===== src/design/hjd_pkg.sv =====
`default_nettype none

package hjd_pkg;

    localparam int CFG_INDEX_W = 8;
    localparam int CFG_DATA_W  = 16;
    localparam int SETTLE_W    = 16;

    localparam logic [CFG_INDEX_W-1:0] REG_JACK_ACTIVE_HIGH  = 8'd0;
    localparam logic [CFG_INDEX_W-1:0] REG_JACK_SETTLE_TICKS = 8'd1;
    localparam logic [CFG_INDEX_W-1:0] REG_KEY_SETTLE_TICKS  = 8'd2;
    localparam logic [CFG_INDEX_W-1:0] REG_FOUR_POLE_ENABLE  = 8'd3;

    localparam logic [SETTLE_W-1:0] RESET_JACK_SETTLE = 16'd300;
    localparam logic [SETTLE_W-1:0] RESET_KEY_SETTLE  = 16'd50;

    localparam logic [1:0] JACK_NONE      = 2'd0;
    localparam logic [1:0] JACK_THREE_POLE = 2'd1;
    localparam logic [1:0] JACK_FOUR_POLE  = 2'd2;

    localparam logic [1:0] KEY_NONE     = 2'd0;
    localparam logic [1:0] KEY_PRESSED  = 2'd1;
    localparam logic [1:0] KEY_RELEASED = 2'd2;

    localparam logic [1:0] PLUG_OUT     = 2'd0;
    localparam logic [1:0] PLUG_IN      = 2'd1;
    localparam logic [1:0] PLUG_UNKNOWN = 2'd2;

    typedef struct packed {
        logic                jack_active_high;
        logic [SETTLE_W-1:0] jack_settle_ticks;
        logic [SETTLE_W-1:0] key_settle_ticks;
        logic                four_pole_enable;
    } hjd_cfg_t;

    typedef struct packed {
        logic       type_changed;
        logic [1:0] key_event;
        logic       mic_bias;
        logic       audio_route;
        logic [1:0] jack_type;
    } hjd_result_t;

endpackage

`default_nettype wire


===== src/design/hjd_core.sv =====
`default_nettype none

module hjd_core #(
    parameter int TIMER_BITS = 16
) (
    input  wire                  clk,
    input  wire                  rst_n,
    input  wire                  step,
    input  wire                  jack_pin,
    input  wire                  mic_pin,
    input  hjd_pkg::hjd_cfg_t    cfg,
    output hjd_pkg::hjd_result_t result
);
    import hjd_pkg::*;

    localparam logic [31:0] COUNT_MAX = 32'({TIMER_BITS{1'b1}});

    logic                  last_jack_pin_reg, last_jack_pin_next;
    logic                  last_mic_pin_reg, last_mic_pin_next;
    logic [TIMER_BITS-1:0] jack_count_reg, jack_count_next;
    logic [TIMER_BITS-1:0] key_count_reg, key_count_next;
    logic                  jack_first_reg, jack_first_next;
    logic                  key_first_reg, key_first_next;
    logic [1:0]            plug_state_reg, plug_state_next;
    logic [1:0]            kind_reg, kind_next;
    logic                  four_pole_reg, four_pole_next;
    logic                  key_ready_reg, key_ready_next;
    logic                  bias_reg, bias_next;
    logic                  route_reg, route_next;

    logic                  plugged;
    logic                  mic_present;
    logic [TIMER_BITS-1:0] jack_dec;
    logic [TIMER_BITS-1:0] key_dec;
    logic [TIMER_BITS-1:0] jack_load;
    logic [TIMER_BITS-1:0] key_load;
    logic [1:0]            key_event;
    logic                  changed;

    function automatic logic [TIMER_BITS-1:0] load_value(input logic [SETTLE_W-1:0] settle);
        logic [31:0] wide;
        begin
            wide = 32'(settle);
            if (wide == 32'd0)
            begin
                load_value = TIMER_BITS'(1);
            end
            else if (wide > COUNT_MAX)
            begin
                load_value = {TIMER_BITS{1'b1}};
            end
            else
            begin
                load_value = wide[TIMER_BITS-1:0];
            end
        end
    endfunction

    assign plugged     = cfg.jack_active_high ? jack_pin : ~jack_pin;
    assign mic_present = ~mic_pin;
    assign jack_dec    = jack_count_reg - TIMER_BITS'(1);
    assign key_dec     = key_count_reg - TIMER_BITS'(1);
    assign jack_load   = load_value(cfg.jack_settle_ticks);
    assign key_load    = load_value(cfg.key_settle_ticks);

    always_comb
    begin
        last_jack_pin_next = jack_pin;
        last_mic_pin_next  = mic_pin;
        jack_count_next    = jack_count_reg;
        key_count_next     = key_count_reg;
        jack_first_next    = jack_first_reg;
        key_first_next     = key_first_reg;
        plug_state_next    = plug_state_reg;
        kind_next          = kind_reg;
        four_pole_next     = four_pole_reg;
        key_ready_next     = key_ready_reg;
        bias_next          = bias_reg;
        route_next         = route_reg;
        key_event          = KEY_NONE;
        changed            = 1'b0;

        // jack channel
        if (jack_count_reg != '0)
        begin
            jack_count_next = jack_dec;
            if ((jack_dec == '0) && (plug_state_reg != {1'b0, plugged}))
            begin
                if (!plugged && !jack_first_reg)
                begin
                    plug_state_next = PLUG_OUT;
                    kind_next       = JACK_NONE;
                    four_pole_next  = 1'b0;
                    bias_next       = 1'b0;
                    route_next      = 1'b0;
                    changed         = 1'b1;
                end
                else if (plugged && jack_first_reg)
                begin
                    plug_state_next = PLUG_IN;
                    if (cfg.four_pole_enable && mic_present)
                    begin
                        kind_next      = JACK_FOUR_POLE;
                        four_pole_next = 1'b1;
                    end
                    else
                    begin
                        kind_next      = JACK_THREE_POLE;
                        four_pole_next = 1'b0;
                        bias_next      = 1'b0;
                    end
                    route_next = 1'b1;
                    changed    = 1'b1;
                end
            end
        end
        else if (jack_pin != last_jack_pin_reg)
        begin
            jack_first_next = plugged;
            key_ready_next  = 1'b0;
            bias_next       = plugged;
            jack_count_next = jack_load;
        end

        // key channel, sees the jack channel's updates of this tick
        if (key_count_reg != '0)
        begin
            key_count_next = key_dec;
            if ((key_dec == '0) && (mic_present == key_first_reg))
            begin
                if (!key_ready_next)
                begin
                    key_ready_next = 1'b1;
                end
                else if (four_pole_next)
                begin
                    key_event = mic_present ? KEY_RELEASED : KEY_PRESSED;
                end
            end
        end
        else if (cfg.four_pole_enable && (mic_pin != last_mic_pin_reg))
        begin
            key_first_next = mic_present;
            key_count_next = key_load;
        end
    end

    always_ff @(posedge clk or negedge rst_n)
    begin
        if (!rst_n)
        begin
            last_jack_pin_reg <= 1'b0;
            last_mic_pin_reg  <= 1'b0;
            jack_count_reg    <= '0;
            key_count_reg     <= '0;
            jack_first_reg    <= 1'b0;
            key_first_reg     <= 1'b0;
            plug_state_reg    <= PLUG_UNKNOWN;
            kind_reg          <= JACK_NONE;
            four_pole_reg     <= 1'b0;
            key_ready_reg     <= 1'b0;
            bias_reg          <= 1'b0;
            route_reg         <= 1'b0;
        end
        else if (step)
        begin
            last_jack_pin_reg <= last_jack_pin_next;
            last_mic_pin_reg  <= last_mic_pin_next;
            jack_count_reg    <= jack_count_next;
            key_count_reg     <= key_count_next;
            jack_first_reg    <= jack_first_next;
            key_first_reg     <= key_first_next;
            plug_state_reg    <= plug_state_next;
            kind_reg          <= kind_next;
            four_pole_reg     <= four_pole_next;
            key_ready_reg     <= key_ready_next;
            bias_reg          <= bias_next;
            route_reg         <= route_next;
        end
    end

    always_comb
    begin
        result.jack_type    = kind_next;
        result.audio_route  = route_next;
        result.mic_bias     = bias_next;
        result.key_event    = key_event;
        result.type_changed = changed;
    end

endmodule

`default_nettype wire


===== src/design/headset_jack_and_hook_key_detector.sv =====
`default_nettype none

// Headset jack and hook key detector. Each input word is one time tick carrying the
// sampled jack-detect pin (bit 0) and mic line pin (bit 1); every accepted word yields
// exactly one result word holding the headset type, audio route, mic bias, a hook key
// press/release event and a pulse marking a jack type update. A pin edge starts that
// pin's settle countdown (jack_settle_ticks or key_settle_ticks, zero acting as one) and
// the second sample is judged when it runs out. One word is taken every unstalled cycle;
// the result is in the output register the cycle after acceptance, with the whole tick
// update (both countdown decrements and compares) done in one pass from state registers.
// Configuration (index 0 jack_active_high, 1 jack_settle_ticks, 2 key_settle_ticks,
// 3 four_pole_enable) is always ready; users must write it only while idle (unchecked).
module headset_jack_and_hook_key_detector #(
    parameter int TIMER_BITS = 16
) (
    input  wire                             clk,
    input  wire                             rst_n,
    input  wire                             s_tvalid,
    output logic                            s_tready,
    input  wire  [7:0]                      s_tdata,   // jack_pin, mic_pin, zero pad
    output logic                            m_tvalid,
    input  wire                             m_tready,
    output logic [7:0]                      m_tdata,   // jack_type[1:0], audio_route,
                                                       // mic_bias, key_event[1:0],
                                                       // type_changed, zero pad
    input  wire                             cfg_valid,
    output logic                            cfg_ready,
    input  wire  [hjd_pkg::CFG_INDEX_W-1:0] cfg_index,
    input  wire  [hjd_pkg::CFG_DATA_W-1:0]  cfg_data
);
    import hjd_pkg::*;

    hjd_cfg_t    cfg_reg;
    hjd_result_t result;
    logic        step;
    logic        m_tvalid_reg;
    logic [7:0]  m_tdata_reg;

    assign cfg_ready = 1'b1;
    assign s_tready  = !m_tvalid_reg || m_tready;
    assign step      = s_tvalid && s_tready;
    assign m_tvalid  = m_tvalid_reg;
    assign m_tdata   = m_tdata_reg;

    always_ff @(posedge clk or negedge rst_n)
    begin
        if (!rst_n)
        begin
            cfg_reg.jack_active_high  <= 1'b1;
            cfg_reg.jack_settle_ticks <= RESET_JACK_SETTLE;
            cfg_reg.key_settle_ticks  <= RESET_KEY_SETTLE;
            cfg_reg.four_pole_enable  <= 1'b1;
        end
        else if (cfg_valid)
        begin
            unique case (cfg_index)
                REG_JACK_ACTIVE_HIGH:  cfg_reg.jack_active_high  <= cfg_data[0];
                REG_JACK_SETTLE_TICKS: cfg_reg.jack_settle_ticks <= cfg_data;
                REG_KEY_SETTLE_TICKS:  cfg_reg.key_settle_ticks  <= cfg_data;
                REG_FOUR_POLE_ENABLE:  cfg_reg.four_pole_enable  <= cfg_data[0];
                default:
                begin
                end
            endcase
        end
    end

    hjd_core #(
        .TIMER_BITS (TIMER_BITS)
    ) u_core (
        .clk      (clk),
        .rst_n    (rst_n),
        .step     (step),
        .jack_pin (s_tdata[0]),
        .mic_pin  (s_tdata[1]),
        .cfg      (cfg_reg),
        .result   (result)
    );

    // output word register
    always_ff @(posedge clk or negedge rst_n)
    begin
        if (!rst_n)
        begin
            m_tvalid_reg <= 1'b0;
        end
        else if (step)
        begin
            m_tvalid_reg <= 1'b1;
        end
        else if (m_tready)
        begin
            m_tvalid_reg <= 1'b0;
        end
    end

    always_ff @(posedge clk)
    begin
        if (step)
        begin
            m_tdata_reg <= {1'b0, result};
        end
    end

endmodule

`default_nettype wire

===== config.mk =====
export PLATFORM = sky130hd
export DESIGN_NAME = headset_jack_and_hook_key_detector
export DESIGN_NICKNAME = d
export VERILOG_FILES = /design/src/design/hjd_pkg.sv /design/src/design/hjd_core.sv /design/src/design/headset_jack_and_hook_key_detector.sv
export SDC_FILE = /design/constraint.sdc
export NUM_CORES = 1
export LEC_CHECK = 0
export ABC_AREA = 1
export BUFFER_PORTS_ARGS = -buffer_cell sky130_fd_sc_hd__buf_2
export CAP_MARGIN = 20
export CORE_MARGIN = 3
export CORE_UTILIZATION = 54
export CTS_CLUSTER_DIAMETER = 60
export DETAILED_ROUTE_END_ITERATION = 7
export PLACE_DENSITY_LB_ADDON = 0.1
export SLEW_MARGIN = 20
export SYNTH_ARGS = -nofsm -noshare
export SYNTH_HDL_FRONTEND = slang
export SYNTH_HIERARCHICAL = 1
export SYNTH_SLANG_ARGS = --single-unit

===== constraint.sdc =====
create_clock -name clk -period 2.2 [get_ports clk]
set_clock_uncertainty 0.1 [all_clocks]
set_input_delay 0.66 -clock clk [delete_from_list [all_inputs] [get_ports clk]]
set_output_delay 0.66 -clock clk [all_outputs]
set_load 0.03 [all_outputs]

==> results.json, run 1 <==
{
  "crit_path_end_kind": "flip-flop",
  "routed_via_density": 5.22,
  "async_reset_ff_share_pct": 91.9,
  "grt_pass1_wl_um": 21100,
  "period_share_pct": 97.8,
  "largest_reg_flops": 34,
  "core_um2": 9280,
  "syn_nets": 747,
  "syn-cell-area_um2": 5190,
  "status": "completed",
  "rr_startpoint": "u_core/jack_count_reg[0]",
  "synth_enable_flop_cells": 7,
  "ys.warnings.count": 6,
  "vias": 4760,
  "hold_path.class": "in -> async",
  "fin_util_pct": 66.2,
  "worstRegToRegCells": 13,
  "initial_core_util_pct": 55.9,
  "synth_seq_area_share_pct": 42.4,
  "syn_inst": 702,
  "layout.cells.non_filler": 912,
  "dpl-instance-area_um2": 5770,
  "antenna_found_initial": 0,
  "placed_cells": 891,
  "synth_compound_area_share_pct": 8.34,
  "die_h_um": 104,
  "io_buffers": 39,
  "irDropWorstVdd_mv": 0.524,
  "rsz0062_at_grt": "true",
  "dp_hpwl_um": 9490,
  "cts_inserted_buffers": 9,
  "crit_chain": "inv_2 -> ha_2 -> inv_1 -> nor2_1 -> nand2_1 -> nor2_2 -> nand2_2 -> nand4_1 -> nor2_4 -> nand2_4 -> nor2_8 -> nand3_4 -> and2_4",
  "overflow": 0,
  "synth-seq-cells": 86,
  "synth-simple-area-share_pct": 37.7,
  "worstPathMaxFanout": 5,
  "drtPass1Iterations": 5,
  "cts_tree": "yes",
  "track_usage_pct": 23.8,
  "power_mw": 5.35,
  "pin_count": 48,
  "synth.distinct_cells": 42,
  "cp_data_arrival_time_ns": 2.18,
  "drtAntennaViolNets": 0,
  "p_leak_nw": 3.11,
  "synth_ff_type": "dfrtp_1",
  "timing.reg2reg.setup_slack_ns": 0.05,
  "grt_pass1_vias": 4511,
  "grt_start_max_net_pins": 36,
  "drc_errors": 0,
  "min_period_ns": 2.15,
  "routed_wirelength_um": 12700,
  "synthAdderAreaFrac_pct": 1.93,
  "n_antenna_cell": 0,
  "cts-root-buf": "clkbuf_8",
  "num_rows": 35,
  "cp.required_ns": 2.23,
  "gp_congestion": 0.961,
  "max_cap_violations": 0,
  "fin_area_um2": 6150,
  "area_growth_pct": 18.4,
  "clk_latency_ns": 0.36,
  "drive_above_1_share_pct": 24.9,
  "wl_per_cell_um": 14.0,
  "fillers": 844,
  "clock_sinks": 86,
  "drv_slew": 0,
  "setup_violations": 0,
  "hold_ws_ns": 0.147,
  "multi_input_area_um2": 2730,
  "synth_mux_area_share_pct": 0,
  "htreeDepth": 3,
  "cp_slowest_cell": "dfrtp_1",
  "fmaxAchievable_mhz": 465,
  "slowest_delay_ns": 0.37,
  "critPathLaunchType": "flip-flop",
  "final_common_cell": "nand2_1",
  "layout.nets": 823,
  "synth_top_family_by_area": "simple AND/OR/NAND/NOR gates",
  "drtIter0Drc": 238,
  "synth_area_per_cell_um2": 7.40,
  "die_area_um2": 10800,
  "powerDensity_nw_per_um2": 870,
  "final_cell_mix": "243 x nand2_1, 70 x inv_1, 67 x dfrtp_1",
  "final-seq-area_um2": 2200,
  "hold_viol_final": 0,
  "clk_pin_slew_worst_paths_ns": 0.10,
  "synth_xor_area_share_pct": 1.52,
  "critPathKind": "reg -> reg",
  "die_w_um": 104,
  "reg2reg_to": "m_tdata[1]",
  "clock_path_buffers": 2
}
## cell usage after synthesis (4+ instances only)
master / count / share of area (%)
nand2_1: 248 / 18
inv_1: 77 / 5.6
dfrtp_1: 69 / 33
nor2_1: 62 / 4.5
nand3_1: 39 / 3.8
o21ai_0: 29 / 2.8
a21oi_1: 13 / 1.3
nand2_2: 11 / 1.3
nor2_2: 11 / 1.3
dfstp_2: 10 / 5.1
nor4_1: 10 / 1.2
nor2_4: 9 / 2.0
o21ai_1: 9 / 0.87
a22oi_1: 8 / 1.2
ha_1: 8 / 1.9
buf_2: 7 / 0.67
edfxtp_1: 7 / 4.0
xor2_1: 7 / 1.2
nand4_1: 6 / 0.72
o211ai_1: 6 / 0.87
buf_4: 5 / 0.72
nor3_1: 5 / 0.48
o22ai_1: 5 / 0.60
a31oi_1: 4 / 0.48
and2_1: 4 / 0.48
nand2_4: 4 / 0.87
nand3_2: 4 / 0.77
## cells by family (layout without fill, tap and decap cells)
group                      count (synthesis)  after routing
DFF                                       86             86
adders and majority gates                  8              8
buffers and inverters                     97            178
xor gates and xnor gates                   9              9
AOI/OAI and AO/OA                         76             76
other                                      2              2
and+or+nand+nor                          424            424
## worst max-delay path, delay by kind of cell (launching register included)
| kind | cells | cell delay (ns) |
|---|---|---|
| flops | 1 | 0.37 |
| simple gates | 10 | 1.11 |
| fa+ha+maj | 1 | 0.20 |
| buf+inv | 2 | 0.12 |
## worst max path at each step
| stage | end | slack, ns | startpoint |
|---|---|---|---|
| finish | m_tdata[1] | 0.05 | u_core/jack_count_reg[0] |
| global route | m_tdata[1] | -0.08 | u_core/jack_count_reg[1] |
| CTS | m_tdata[1] | 0.003 | u_core/jack_count_reg[0] |
| detailed placement | m_tdata[1] | -0.10 | s_tdata[0] |
| global placement | m_tdata[1] | -0.08 | s_tdata[0] |
| floorplan | m_tdata[2] | -0.03 | u_core/jack_count_reg[0] |
## routing by layer
metal  wire length, um  vias up  track usage (%)
met4               178        0             6.74
met5                 0        -                0
met3               695       12             3.60
li1                  -     2397                -
met1              5790     2217             32.8
met2              6070      134             39.3
## cell type report
type                            instances  share of cell area, %
Timing Repair Buffer                   82                   8.99
Tap cell                              129                   2.62
Clock inverter                          6                  0.773
Timing Repair inverter                  1                 0.0814
Multi-Input combinational cell        519                   44.4
Clock buffer                           10                   2.42
Sequential cell                        86                   35.8
Inverter                               79                   4.94
## where the power goes
part / internal (mW) / total (mW) / leakage, nW / switching (mW)
logic: 0.809 / 2.05 / 1.97 / 1.25
clock network: 0.496 / 1.12 / 0.104 / 0.622
registers: 1.87 / 2.18 / 1.04 / 0.306
## repair_timing
item | 4_1_cts | 5_1_grt
resized for setup | 6 | 42
cloned | 0 | 1
hold buffers | 0 | 0
setup buffers | 0 | 4
setup endpoints to repair | 6 | 26
pin swaps | 2 | 12
## metrics by stage
stage,worst slack (ns),setup TNS (ns)
after floorplan,-0.0305,-0.0305
after global placement,-0.0773,-0.306
after detailed placement,-0.104,-0.598
after CTS,0.00269,0
after global routing,-0.0782,-0.667
final,0.0475,0
Note: power is estimated with default switching activity, not from simulation.
==> run 2: changes to the inputs <==
--- a/config.mk
+++ b/config.mk
@@ -13,6 +13,7 @@
 export CTS_CLUSTER_DIAMETER = 60
 export DETAILED_ROUTE_END_ITERATION = 7
 export PLACE_DENSITY_LB_ADDON = 0.1
+export RECOVER_POWER = 50
 export SLEW_MARGIN = 20
 export SYNTH_ARGS = -nofsm -noshare
 export SYNTH_HDL_FRONTEND = slang
==> results.json, run 2 (same netlist as run 1, synthesis figures left out) <==
{
  "status": "completed",
  "pin_count": 48,
  "clk_latency_ns": 0.36,
  "clk_pin_slew_worst_paths_ns": 0.10,
  "die_h_um": 104,
  "routed_via_density": 5.21,
  "drtIter0Drc": 235,
  "dpl-instance-area_um2": 5770,
  "overflow": 0,
  "setup_tns_ns": 0,
  "routed_wirelength_um": 12700,
  "vias": 4750,
  "n_antenna_cell": 0,
  "max_cap_violations": 0,
  "swShare_pct": 40.6,
  "track_usage_pct": 23.8,
  "hold_viol_final": 0,
  "cts_inserted_buffers": 9,
  "period_share_pct": 97.5,
  "cp_data_arrival_time_ns": 2.17,
  "clock_sinks": 86,
  "power_frac_seq_pct": 40.8,
  "final_common_cell": "nand2_1",
  "layout.cells.non_filler": 912,
  "cts_tree": "yes",
  "cts-root-buf": "clkbuf_8",
  "grt_pass1_vias": 4511,
  "placed_cells": 891,
  "fin_area_um2": 6120,
  "dp_hpwl_um": 9490,
  "power_frac_comb_pct": 38.3,
  "final_cell_mix": "244 x nand2_1, 70 x inv_1, 67 x dfrtp_1",
  "powerDensity_nw_per_um2": 874,
  "power_mw": 5.34,
  "core_um2": 9280,
  "drtPass1Iterations": 5,
  "hold_path.class": "in -> async",
  "area_growth_pct": 17.8,
  "irDropWorstVdd_mv": 0.521,
  "initial_core_util_pct": 55.9,
  "drive_above_1_share_pct": 24.3,
  "rsz0062_at_grt": "true",
  "switchingPower_mw": 2.17,
  "gp_congestion": 0.961,
  "worstPathMaxFanout": 5,
  "die_area_um2": 10800,
  "max-slew-margin-rel_pct": 40.8,
  "min_period_ns": 2.15,
  "grt_pass1_wl_um": 21100,
  "clock_path_buffers": 2,
  "drc_errors": 0,
  "num_rows": 35,
  "largest_reg_flops": 34,
  "grt_start_max_net_pins": 36,
  "layout.nets": 823,
  "critPathKind": "reg -> reg",
  "critPathLaunchType": "flip-flop",
  "io_buffers": 39,
  "p_int_mw": 3.17,
  "wl_per_cell_um": 13.9,
  "drv_slew": 0,
  "setup_violations": 0,
  "die_w_um": 104,
  "htreeDepth": 3,
  "drtAntennaViolNets": 0,
  "p_leak_nw": 3.10,
  "antenna_found_initial": 0,
  "tightest_slew_ns": 0.888,
  "pwr-share-clk_pct": 20.9,
  "crit_path_end_kind": "flip-flop",
  "cp.required_ns": 2.23,
  "fmaxAchievable_mhz": 466
}
run 2: cell count changes in the layout (fill, tap and decap cells not counted):
cell      previous run  this run
buf_4               40        37
clkbuf_1             0         2
clkbuf_2             0         2
a21oi_1             12        13
a21oi_2              1         0
buf_12               2         1
nand2_1            243       244
nand2_2             15        14
nor2_1              55        56
nor2_2              14        13
run 2: cell type report:
type,instances,area (um2)
Clock buffer,10,149
Clock inverter,6,47.5
Fill cell,853,3170
Inverter,79,304
Multi-Input combinational cell,519,2720
Sequential cell,86,2200
Tap cell,129,161
Timing Repair Buffer,82,528
Timing Repair inverter,1,5.00
run 2: repair_timing:
action,CTS,global route
gates cloned,0,1
pin swaps,2,12
setup endpoints to repair,6,26
hold endpoints to repair,0,0
setup buffers,0,4
hold buffers,0,0
resized for setup,6,42
run 2: stage by stage:
step | hold slack [ns] | utilization [%] | worst slack (ns)
floorplan | 0.264 | - | -0.0305
global placement | 0.343 | 62.1 | -0.0773
detailed placement | 0.345 | 62.1 | -0.104
CTS | 0.159 | 64.4 | 0.00269
global route | 0.350 | 65.9 | -0.0782
finish | 0.305 | 65.9 | 0.0548
run 2: path summary, 6_finish.rpt:
path | depth (start not counted) | slack (ns) | to | from
hold / removal | 1 | 0.30 | u_core/jack_count_reg[1] | rst_n
max in group asynchronous | 2 | 0.48 | u_core/jack_count_reg[8] | rst_n
setup / recovery | 13 | 0.05 | m_tdata[1] | u_core/jack_count_reg[0]
setup reg to reg | 13 | 0.05 | m_tdata[1] | u_core/jack_count_reg[0]
min in group clk | 2 | 0.35 | u_core/plug_state_reg[1] | u_core/plug_state_reg[1]
hold reg to reg | 2 | 0.35 | u_core/plug_state_reg[1] | u_core/plug_state_reg[1]
run 2: critical path, cell delays in order (launching register included):
cell and delay, ns:
dfrtp_1 0.37, inv_2 0.07, ha_2 0.20, inv_1 0.05, nor2_1 0.04, nand2_1 0.08
nor2_2 0.04, nand2_2 0.08, nand4_1 0.17, nor2_4 0.17, nand2_4 0.08, nor2_8 0.18
nand3_4 0.12, and2_4 0.15
run 2: power groups by stage:
stage / registers, mW / clock network [mW] / logic (mW)
after detailed placement: 2.18 / 0 / 1.87
after CTS: 2.15 / 1.14 / 1.90
final: 2.18 / 1.12 / 2.05
after global placement: 2.17 / 0 / 1.82
after global routing: 2.22 / 1.21 / 2.31
after floorplan: 2.13 / 0 / 1.33
run 2: layer usage:
metal	part of all wire, %	vias to the layer above	GRT usage (%)
met4	1.4	0	6.74
met3	5.3	12	3.60
met5	0	-	0
met2	47	132	39.3
li1	-	2396	-
met1	46	2210	32.8
